## src/rtl/olmsr_pkg.sv

```systemverilog
// Shared types, widths and constants for the open-loop motor speed ramp.
`default_nettype none
package olmsr_pkg;

  // Field widths
  localparam int TIME_W   = 32;
  localparam int ALIGN_W  = 16;
  localparam int RAMP_W   = 16;
  localparam int PERIOD_W = 20;
  localparam int DUTY_W   = 7;
  localparam int PHASE_W  = 2;
  localparam int RPM_W    = 24;
  localparam int PROG_W   = 10;   // permille progress, 0..999

  // Stream and config port widths
  localparam int IN_DATA_W  = TIME_W;
  localparam int IN_USER_W  = 1;
  localparam int OUT_FLD_W  = PERIOD_W + DUTY_W + PHASE_W + RPM_W;
  localparam int OUT_DATA_W = ((OUT_FLD_W + 7) / 8) * 8;
  localparam int OUT_PAD_W  = OUT_DATA_W - OUT_FLD_W;
  localparam int CFG_ADDR_W = 3;
  localparam int CFG_DATA_W = PERIOD_W;

  // Register indexes
  localparam logic [CFG_ADDR_W-1:0] REG_ALIGN_TIME   = 3'd0;
  localparam logic [CFG_ADDR_W-1:0] REG_RAMP_TIME    = 3'd1;
  localparam logic [CFG_ADDR_W-1:0] REG_START_PERIOD = 3'd2;
  localparam logic [CFG_ADDR_W-1:0] REG_FINAL_PERIOD = 3'd3;
  localparam logic [CFG_ADDR_W-1:0] REG_ALIGN_DUTY   = 3'd4;
  localparam logic [CFG_ADDR_W-1:0] REG_START_DUTY   = 3'd5;
  localparam logic [CFG_ADDR_W-1:0] REG_FINAL_DUTY   = 3'd6;

  // Register reset values
  localparam logic [ALIGN_W-1:0]  ALIGN_TIME_RST   = 16'd500;
  localparam logic [RAMP_W-1:0]   RAMP_TIME_RST    = 16'd3000;
  localparam logic [PERIOD_W-1:0] START_PERIOD_RST = 20'd10000;
  localparam logic [PERIOD_W-1:0] FINAL_PERIOD_RST = 20'd1500;
  localparam logic [DUTY_W-1:0]   ALIGN_DUTY_RST   = 7'd10;
  localparam logic [DUTY_W-1:0]   START_DUTY_RST   = 7'd15;
  localparam logic [DUTY_W-1:0]   FINAL_DUTY_RST   = 7'd40;

  // Input mode codes
  localparam logic [IN_USER_W-1:0] MODE_START  = 1'b0;
  localparam logic [IN_USER_W-1:0] MODE_UPDATE = 1'b1;

  // Ramp phase codes
  typedef enum logic [PHASE_W-1:0] {
    PHASE_ALIGN = 2'd0,
    PHASE_ACCEL = 2'd1,
    PHASE_RUN   = 2'd2
  } phase_t;

  // Arithmetic constants
  localparam int PERMILLE = 1000;
  localparam int RPM_NUM  = 60000000;
  localparam logic [RPM_W-1:0] RPM_MAX = 24'hFFFFFF;

  // Shared divider: dividend width and bit counts per division
  localparam int NUM_W    = 30;
  localparam int CNT_W    = $clog2(NUM_W);
  localparam int PROG_LEN = 26;   // ramp_el * 1000 < 2^26
  localparam int DUTY_LEN = 17;   // duty span * progress < 2^17
  localparam int RPM_LEN  = 26;   // 60e6 < 2^26

  // x / 1000 for x < 2^30 as ((x >> 3) * ceil(2^34 / 125)) >> 34
  localparam int RECIP_IN_W   = NUM_W - 3;
  localparam int RECIP_W      = 28;
  localparam logic [RECIP_W-1:0] RECIP_125 = 28'd137438954;
  localparam int RECIP_SHIFT  = 34;
  localparam int RECIP_PROD_W = RECIP_IN_W + RECIP_W;

endpackage
`default_nettype wire

```

## src/rtl/open_loop_motor_speed_ramp_top.sv

```systemverilog
// Sequence: accept, phase pick, then for accelerating items the progress
//   division and the period and duty scalings, then the rpm division (skipped
//   when the step period is zero), then the output register.
// Throughput: one item at a time; ready returns once the result is registered.
//   The divisions use the shared radix-2 divider, one quotient bit per cycle;
//   the two scalings by 1000 use one reciprocal multiply each.
// Reset (rst, synchronous): registers take their defaults, origin clears, idle.
`default_nettype none
module open_loop_motor_speed_ramp_top #(
  parameter int STEPS_PER_REV = 6
) (
  input  wire logic                              clk,
  input  wire logic                              rst,
  input  wire logic                              s_tvalid,
  output logic                                   s_tready,
  input  wire logic [olmsr_pkg::IN_DATA_W-1:0]   s_tdata,   // [31:0] now_ms
  input  wire logic [olmsr_pkg::IN_USER_W-1:0]   s_tuser,   // [0] mode
  output logic                                   m_tvalid,
  input  wire logic                              m_tready,
  // [19:0] step_period_us, [26:20] duty_pct, [28:27] ramp_phase,
  // [52:29] electrical_rpm, [55:53] zero
  output logic [olmsr_pkg::OUT_DATA_W-1:0]       m_tdata,
  input  wire logic                              cfg_we,
  input  wire logic [olmsr_pkg::CFG_ADDR_W-1:0]  cfg_addr,
  input  wire logic [olmsr_pkg::CFG_DATA_W-1:0]  cfg_wdata
);
  import olmsr_pkg::*;

  localparam int SW    = $clog2(STEPS_PER_REV + 1);
  localparam int DEN_W = PERIOD_W + SW;

  typedef enum logic [3:0] {
    ST_IDLE, ST_EVAL, ST_PROG_LD, ST_PROG_DIV, ST_PER_LD, ST_PER_DIV,
    ST_DUTY_LD, ST_DUTY_DIV, ST_RPM_LD, ST_RPM_DIV, ST_DONE
  } state_t;

  // Configuration registers
  logic [ALIGN_W-1:0]  align_time;
  logic [RAMP_W-1:0]   ramp_time;
  logic [PERIOD_W-1:0] start_period;
  logic [PERIOD_W-1:0] final_period;
  logic [DUTY_W-1:0]   align_duty;
  logic [DUTY_W-1:0]   start_duty;
  logic [DUTY_W-1:0]   final_duty;

  // Profile and working state
  state_t              state;
  logic [TIME_W-1:0]   origin;
  logic [TIME_W-1:0]   elapsed;
  logic                is_start;
  logic [RAMP_W-1:0]   ramp_el;
  logic [PROG_W-1:0]   progress;
  logic [PERIOD_W-1:0] pspan;
  logic [DUTY_W-1:0]   dspan;
  logic [PERIOD_W-1:0] work_period;
  logic [DUTY_W-1:0]   work_duty;
  phase_t              work_phase;
  logic [RPM_W-1:0]    work_rpm;

  // Shared divider registers
  logic [NUM_W-1:0]    div_num;
  logic [NUM_W-1:0]    div_quo;
  logic [DEN_W-1:0]    div_rem;
  logic [DEN_W-1:0]    div_den;
  logic [CNT_W-1:0]    div_cnt;

  // Combinational helpers
  logic [DEN_W:0]      trial;
  logic                trial_ge;
  logic [DEN_W:0]      trial_diff;
  logic [DEN_W-1:0]    div_rem_next;
  logic [NUM_W-1:0]    div_quo_next;
  logic [TIME_W-1:0]   ramp_el_full;
  logic [PROG_LEN-1:0] prog_prod;
  logic [NUM_W-1:0]    per_prod;
  logic [DUTY_LEN-1:0] duty_prod;
  logic [DEN_W-1:0]    rev_den;
  logic [RECIP_PROD_W-1:0]             recip_prod;
  logic [RECIP_PROD_W-RECIP_SHIFT-1:0] recip_q;

  assign s_tready = (state == ST_IDLE);

  // One restoring divide step per cycle
  always_comb begin
    trial        = {div_rem, div_num[NUM_W-1]};
    trial_ge     = (trial >= {1'b0, div_den});
    trial_diff   = trial - {1'b0, div_den};
    div_rem_next = trial_ge ? trial_diff[DEN_W-1:0] : trial[DEN_W-1:0];
    div_quo_next = {div_quo[NUM_W-2:0], trial_ge};
  end

  // div_num / 1000 by reciprocal multiply
  assign recip_prod = RECIP_PROD_W'(div_num[NUM_W-1:NUM_W-RECIP_IN_W])
                    * RECIP_PROD_W'(RECIP_125);
  assign recip_q    = recip_prod[RECIP_PROD_W-1:RECIP_SHIFT];

  // Operand products and time since align end
  assign ramp_el_full = elapsed - TIME_W'(align_time);
  assign prog_prod    = PROG_LEN'(ramp_el) * PROG_LEN'(PERMILLE);
  assign per_prod     = NUM_W'(pspan) * NUM_W'(progress);
  assign duty_prod    = DUTY_LEN'(dspan) * DUTY_LEN'(progress);
  assign rev_den      = DEN_W'(work_period) * DEN_W'(STEPS_PER_REV);

  // Configuration writes
  always_ff @(posedge clk) begin
    if (rst) begin
      align_time   <= ALIGN_TIME_RST;
      ramp_time    <= RAMP_TIME_RST;
      start_period <= START_PERIOD_RST;
      final_period <= FINAL_PERIOD_RST;
      align_duty   <= ALIGN_DUTY_RST;
      start_duty   <= START_DUTY_RST;
      final_duty   <= FINAL_DUTY_RST;
    end else if (cfg_we) begin
      case (cfg_addr)
        REG_ALIGN_TIME:   align_time   <= cfg_wdata[ALIGN_W-1:0];
        REG_RAMP_TIME:    ramp_time    <= cfg_wdata[RAMP_W-1:0];
        REG_START_PERIOD: start_period <= cfg_wdata[PERIOD_W-1:0];
        REG_FINAL_PERIOD: final_period <= cfg_wdata[PERIOD_W-1:0];
        REG_ALIGN_DUTY:   align_duty   <= cfg_wdata[DUTY_W-1:0];
        REG_START_DUTY:   start_duty   <= cfg_wdata[DUTY_W-1:0];
        REG_FINAL_DUTY:   final_duty   <= cfg_wdata[DUTY_W-1:0];
        default: ;
      endcase
    end
  end

  // Sequencer, shared divider and output register
  always_ff @(posedge clk) begin
    if (rst) begin
      state    <= ST_IDLE;
      origin   <= '0;
      m_tvalid <= 1'b0;
    end else begin
      // Output register: load a finished item, clear on handshake
      if ((state == ST_DONE) && (!m_tvalid || m_tready)) begin
        m_tdata  <= {{OUT_PAD_W{1'b0}}, work_rpm, work_phase, work_duty, work_period};
        m_tvalid <= 1'b1;
      end else if (m_tvalid && m_tready) begin
        m_tvalid <= 1'b0;
      end
      case (state)
        ST_IDLE: begin
          if (s_tvalid) begin
            is_start <= (s_tuser == MODE_START);
            elapsed  <= s_tdata - origin;
            if (s_tuser == MODE_START) begin
              origin <= s_tdata;
            end
            state <= ST_EVAL;
          end
        end
        // Pick the phase from the mode and the elapsed time
        ST_EVAL: begin
          if (is_start || (elapsed < TIME_W'(align_time))) begin
            work_phase  <= PHASE_ALIGN;
            work_period <= start_period;
            work_duty   <= align_duty;
            state       <= ST_RPM_LD;
          end else if (ramp_el_full >= TIME_W'(ramp_time)) begin
            work_phase  <= PHASE_RUN;
            work_period <= final_period;
            work_duty   <= final_duty;
            state       <= ST_RPM_LD;
          end else begin
            work_phase <= PHASE_ACCEL;
            ramp_el    <= ramp_el_full[RAMP_W-1:0];
            state      <= ST_PROG_LD;
          end
        end
        // progress = ramp_el * 1000 / ramp_time
        ST_PROG_LD: begin
          div_num <= NUM_W'(prog_prod) << (NUM_W - PROG_LEN);
          div_den <= DEN_W'(ramp_time);
          div_rem <= '0;
          div_quo <= '0;
          div_cnt <= CNT_W'(PROG_LEN - 1);
          pspan   <= (start_period > final_period) ? (start_period - final_period) : '0;
          dspan   <= (final_duty > start_duty) ? (final_duty - start_duty) : '0;
          state   <= ST_PROG_DIV;
        end
        ST_PROG_DIV: begin
          div_num <= div_num << 1;
          div_rem <= div_rem_next;
          div_quo <= div_quo_next;
          div_cnt <= div_cnt - 1'b1;
          if (div_cnt == '0) begin
            progress <= div_quo_next[PROG_W-1:0];
            state    <= ST_PER_LD;
          end
        end
        // period = start - pspan * progress / 1000
        ST_PER_LD: begin
          div_num <= per_prod;
          state   <= ST_PER_DIV;
        end
        ST_PER_DIV: begin
          work_period <= start_period - recip_q[PERIOD_W-1:0];
          state       <= ST_DUTY_LD;
        end
        // duty = start + dspan * progress / 1000
        ST_DUTY_LD: begin
          div_num <= NUM_W'(duty_prod);
          state   <= ST_DUTY_DIV;
        end
        ST_DUTY_DIV: begin
          work_duty <= start_duty + recip_q[DUTY_W-1:0];
          state     <= ST_RPM_LD;
        end
        // rpm = 60e6 / (period * steps per rev), zero period gives zero
        ST_RPM_LD: begin
          if (work_period == '0) begin
            work_rpm <= '0;
            state    <= ST_DONE;
          end else begin
            div_num <= NUM_W'(RPM_NUM) << (NUM_W - RPM_LEN);
            div_den <= rev_den;
            div_rem <= '0;
            div_quo <= '0;
            div_cnt <= CNT_W'(RPM_LEN - 1);
            state   <= ST_RPM_DIV;
          end
        end
        ST_RPM_DIV: begin
          div_num <= div_num << 1;
          div_rem <= div_rem_next;
          div_quo <= div_quo_next;
          div_cnt <= div_cnt - 1'b1;
          if (div_cnt == '0) begin
            work_rpm <= (div_quo_next > NUM_W'(RPM_MAX)) ? RPM_MAX
                                                         : div_quo_next[RPM_W-1:0];
            state    <= ST_DONE;
          end
        end
        // Hand over once the output register is free
        ST_DONE: begin
          if (!m_tvalid || m_tready) begin
            state <= ST_IDLE;
          end
        end
        default: state <= ST_IDLE;
      endcase
    end
  end

endmodule
`default_nettype wire

```

## config.mk

```make
export PLATFORM = sky130hd
export DESIGN_NAME = open_loop_motor_speed_ramp_top
export DESIGN_NICKNAME = d
export VERILOG_FILES = /design/src/rtl/olmsr_pkg.sv /design/src/rtl/open_loop_motor_speed_ramp_top.sv
export SDC_FILE = /design/constraint.sdc
export NUM_CORES = 2
export LEC_CHECK = 0
export ABC_AREA = 1
export BUFFER_PORTS_ARGS = -buffer_cell sky130_fd_sc_hd__buf_2
export CORE_MARGIN = 5
export CORE_UTILIZATION = 65
export CTS_CLUSTER_DIAMETER = 120
export DETAILED_ROUTE_END_ITERATION = 12
export GPL_TIMING_DRIVEN = 1
export PLACE_DENSITY = 0.82
export SLEW_MARGIN = 20
export SYNTH_ARGS = -nofsm -noshare
export SYNTH_HDL_FRONTEND = slang
export SYNTH_SLANG_ARGS = --single-unit
```

## constraint.sdc

```tcl
create_clock -name clk -period 9.3 [get_ports clk]
set_clock_uncertainty 0.2 [all_clocks]
set_input_delay 0.465 -clock clk [delete_from_list [all_inputs] [get_ports clk]]
set_output_delay 0.465 -clock clk [all_outputs]
set_load 0.01 [all_outputs]
```

==> impl_metrics.csv <==
group,metric,value,unit
clock_tree,cts_max_level,2,
worst_setup_path,end_kind,"register",
worst_setup_path,path_common_cell,"inv_1",
floorplanning,dieWidth,279,um
worst_setup_path,critPathLaunchType,"register",
final_layout,final_cell_area,50700,sq um
yosys,seq_area_frac_synth,24.8,%
worst_setup_path,cpPeakStageDelay,0.60,ns
routing,via_count,38600,
grt,grt_pass1_wl,205000,um
sta,finalSetupTns,0,ns
clock_tree,cts_made_buffers,49,
final_layout,final_layout_size_suffix_gt1_share,5.48,%
clock_tree,clkLatencyLatePin,0.63,ns
yosys,netlist_instances,5608,
floorplanning,die_h,279,um
hold_path,min-delay-start,"s_tdata[24]",
floorplanning,die_area,77800,sq um
final_layout,fin_nets,6864,
worst_setup_path,critPathRequiredTime,9.44,ns
sta,rsz0062_at_grt,"no",
clock_tree,clk_pin_slew,0.06,ns
sta,tightest_slew,1.14,ns
floorplanning,initial_core_util,65.7,%
yosys,synth.avg_cell_area,8.39,sq um
grt,grt_max_degree,115,
yosys,syn-cell-area,47000,sq um
grt,antenna_found_initial,3,
grt,gr-total-overflow,0,
grt,grt_pass1_vias,38700,
yosys,synthArstFlopShare,0,%
final_layout,area_delta_synth_final,7.71,%
clock_tree,cts.sinks,432,
worst_setup_path,rr_startpoint,"div_num[9]",
clock_tree,cts_tree,"built",
status,outcome,"complete, no violations",
flow_run,drv_cap,0,
routing,firstDrtPassIters,6,
worst_setup_path,crit_type,"register to register",
floorplanning,num_rows,98,
hold_path,hold_class,"input pin to register",
grt,track_usage,33.0,%
yosys,ys.flop_type,"edfxtp_1",
routing,wl_per_cell,19.3,um
routing,drc,0,
sta,fmax,115,MHz
worst_setup_path,cp_max_fo,9,
worst_setup_path,r2r_setup_slack,0.62,ns
place,numPortBuffers,115,
floorplanning,core,71600,sq um
sta,slew_viol_final,0,
place,place_area,48600,sq um
sta,slew_headroom,24.2,%
worst_setup_path,crit_path_start,"div_num[9]",
routing,drt-initial-drc-count,3044,
clock_tree,clock-root-buffer,"clkbuf_16",
yosys,synth-seq-cells,432,
routing,routed_wl,130000,um
sta,period_share,93.3,%
place,gp_congestion,1.01,
sta,setup_viol,0,
place,hpwl,104000,um
worst_setup_path,cpMaxStageDelayCell,"edfxtp_1",
clock_tree,cts_max_path_buffers,3,
yosys,synth_edf_count,302,
sta,finalHoldViolCount,0,
sta,period_needed,8.68,ns
routing,via_per_inst,5.75,
routing,ant_nets,0,
clock_tree,postCtsResizedCells,0,
floorplanning,ios,119,
worst_setup_path,arrival,8.82,ns
yosys,synth.distinct_cells,60,
yosys,synth_warnings,0,
flip-flops by register name, summed over array words and instances (netlist names), 5 cells and up:
signal and flops:
m_tdata 53, elapsed 32, origin 32, div_num 30, div_quo 29, work_rpm 24, div_den 23, div_rem 23
final_period 20, pspan 20, start_period 20, work_period 20, align_time 16, ramp_el 16, ramp_time 16, progress 10
align_duty 7, dspan 7, final_duty 7, start_duty 7, work_duty 7, div_cnt 5
cells in the mapped netlist, drive strengths merged (19+ instances only):
| cell type | n | area share (%) |
|---|---|---|
| fa | 468 | 20 |
| o211ai | 31 | 0.49 |
| edfxtp | 302 | 19 |
| clkbuf | 111 | 0.89 |
| dfxtp | 130 | 5.5 |
| a31oi | 36 | 0.48 |
| nand2 | 964 | 7.8 |
| nand3 | 132 | 1.4 |
| nor2 | 375 | 3.0 |
| buf | 19 | 0.26 |
| inv | 1264 | 10 |
| a21oi | 437 | 4.7 |
| or2 | 28 | 0.37 |
| o21ai | 331 | 3.6 |
| nand4 | 47 | 0.64 |
| nor3 | 42 | 0.49 |
| ha | 610 | 16 |
| xnor2 | 51 | 0.95 |
| xor2 | 79 | 1.5 |
what timing repair did:
| item | in CTS | in global routing |
|---|---|---|
| hold buffers | 44 | 0 |
| setup buffers | 0 | 0 |
| hold endpoints to repair | 55 | 0 |
worst paths after layout:
path,end,cells after the start
max,work_duty[6],31
min,origin[24],3
max reg2reg,work_duty[6],31
min reg2reg,m_tdata[50],0
cells by family (layout without fill, tap and decap cells):
logic type	count (synthesis)	count (layout)	synth area share [%]
other	1	4	0.00797
xor gates and xnor gates	130	130	2.42
buffers and inverters	1396	1550	11.3
DFF	432	432	24.8
adders and majority gates	1078	1078	36.1
and+or+nand+nor	1621	1621	14.2
AOI/OAI and AO/OA	950	950	11.1
critical path: cells and delay by family (launching register included):
kind | cells | cell delay [ns]
simple gates | 5 | 0.51
buf+inv | 7 | 0.61
fa+ha+maj | 9 | 4.11
xor+xnor | 3 | 1.26
compound gates | 7 | 1.09
flops | 1 | 0.60
routing by layer:
| metal | part of all wire (%) | wire, um | vias up | GRT usage (%) |
|---|---|---|---|---|
| met3 | 7.8 | 10100 | 357 | 5.71 |
| met1 | 40 | 51500 | 18500 | 42.5 |
| met4 | 5.3 | 6940 | 2 | 15.3 |
| li1 | - | - | 18100 | - |
| met2 | 47 | 61200 | 1630 | 54.7 |
| met5 | 0.015 | 20 | - | 0 |
cell type report:
cell class / count / area, sq um
antenna: 1 / 2.50
clock buffer: 58 / 1310
clock inverter: 32 / 320
fill: 5579 / 20900
inverter: 1266 / 4750
multi-input combinational: 3782 / 30100
sequential: 432 / 11700
tap: 950 / 1190
timing repair buffer: 194 / 1280
metrics by stage:
step,hold WS [ns],instances,worst slack (ns),utilization (%)
floorplan,0.200,5610,2.07,-
global placement,0.201,6579,0.820,67.8
detailed placement,0.205,6579,0.826,67.8
CTS,0.00345,6713,0.789,70.7
global route,0.0157,6714,0.409,70.8
finish,0.0149,6715,0.622,70.8
cell usage in the layout, fill, tap and decap left out, types with 130 or more instances in the layout:
master,n
inv_1,1255
nand2_1,954
ha_1,610
fa_1,468
a21oi_1,431
nor2_1,362
o21ai_0,307
edfxtp_1,302
nand3_1,130
dfxtp_1,130
Power is left out: the tool's default activity adds up to more than one toggle a clock period on the data nets, which glitch-free logic cannot reach.
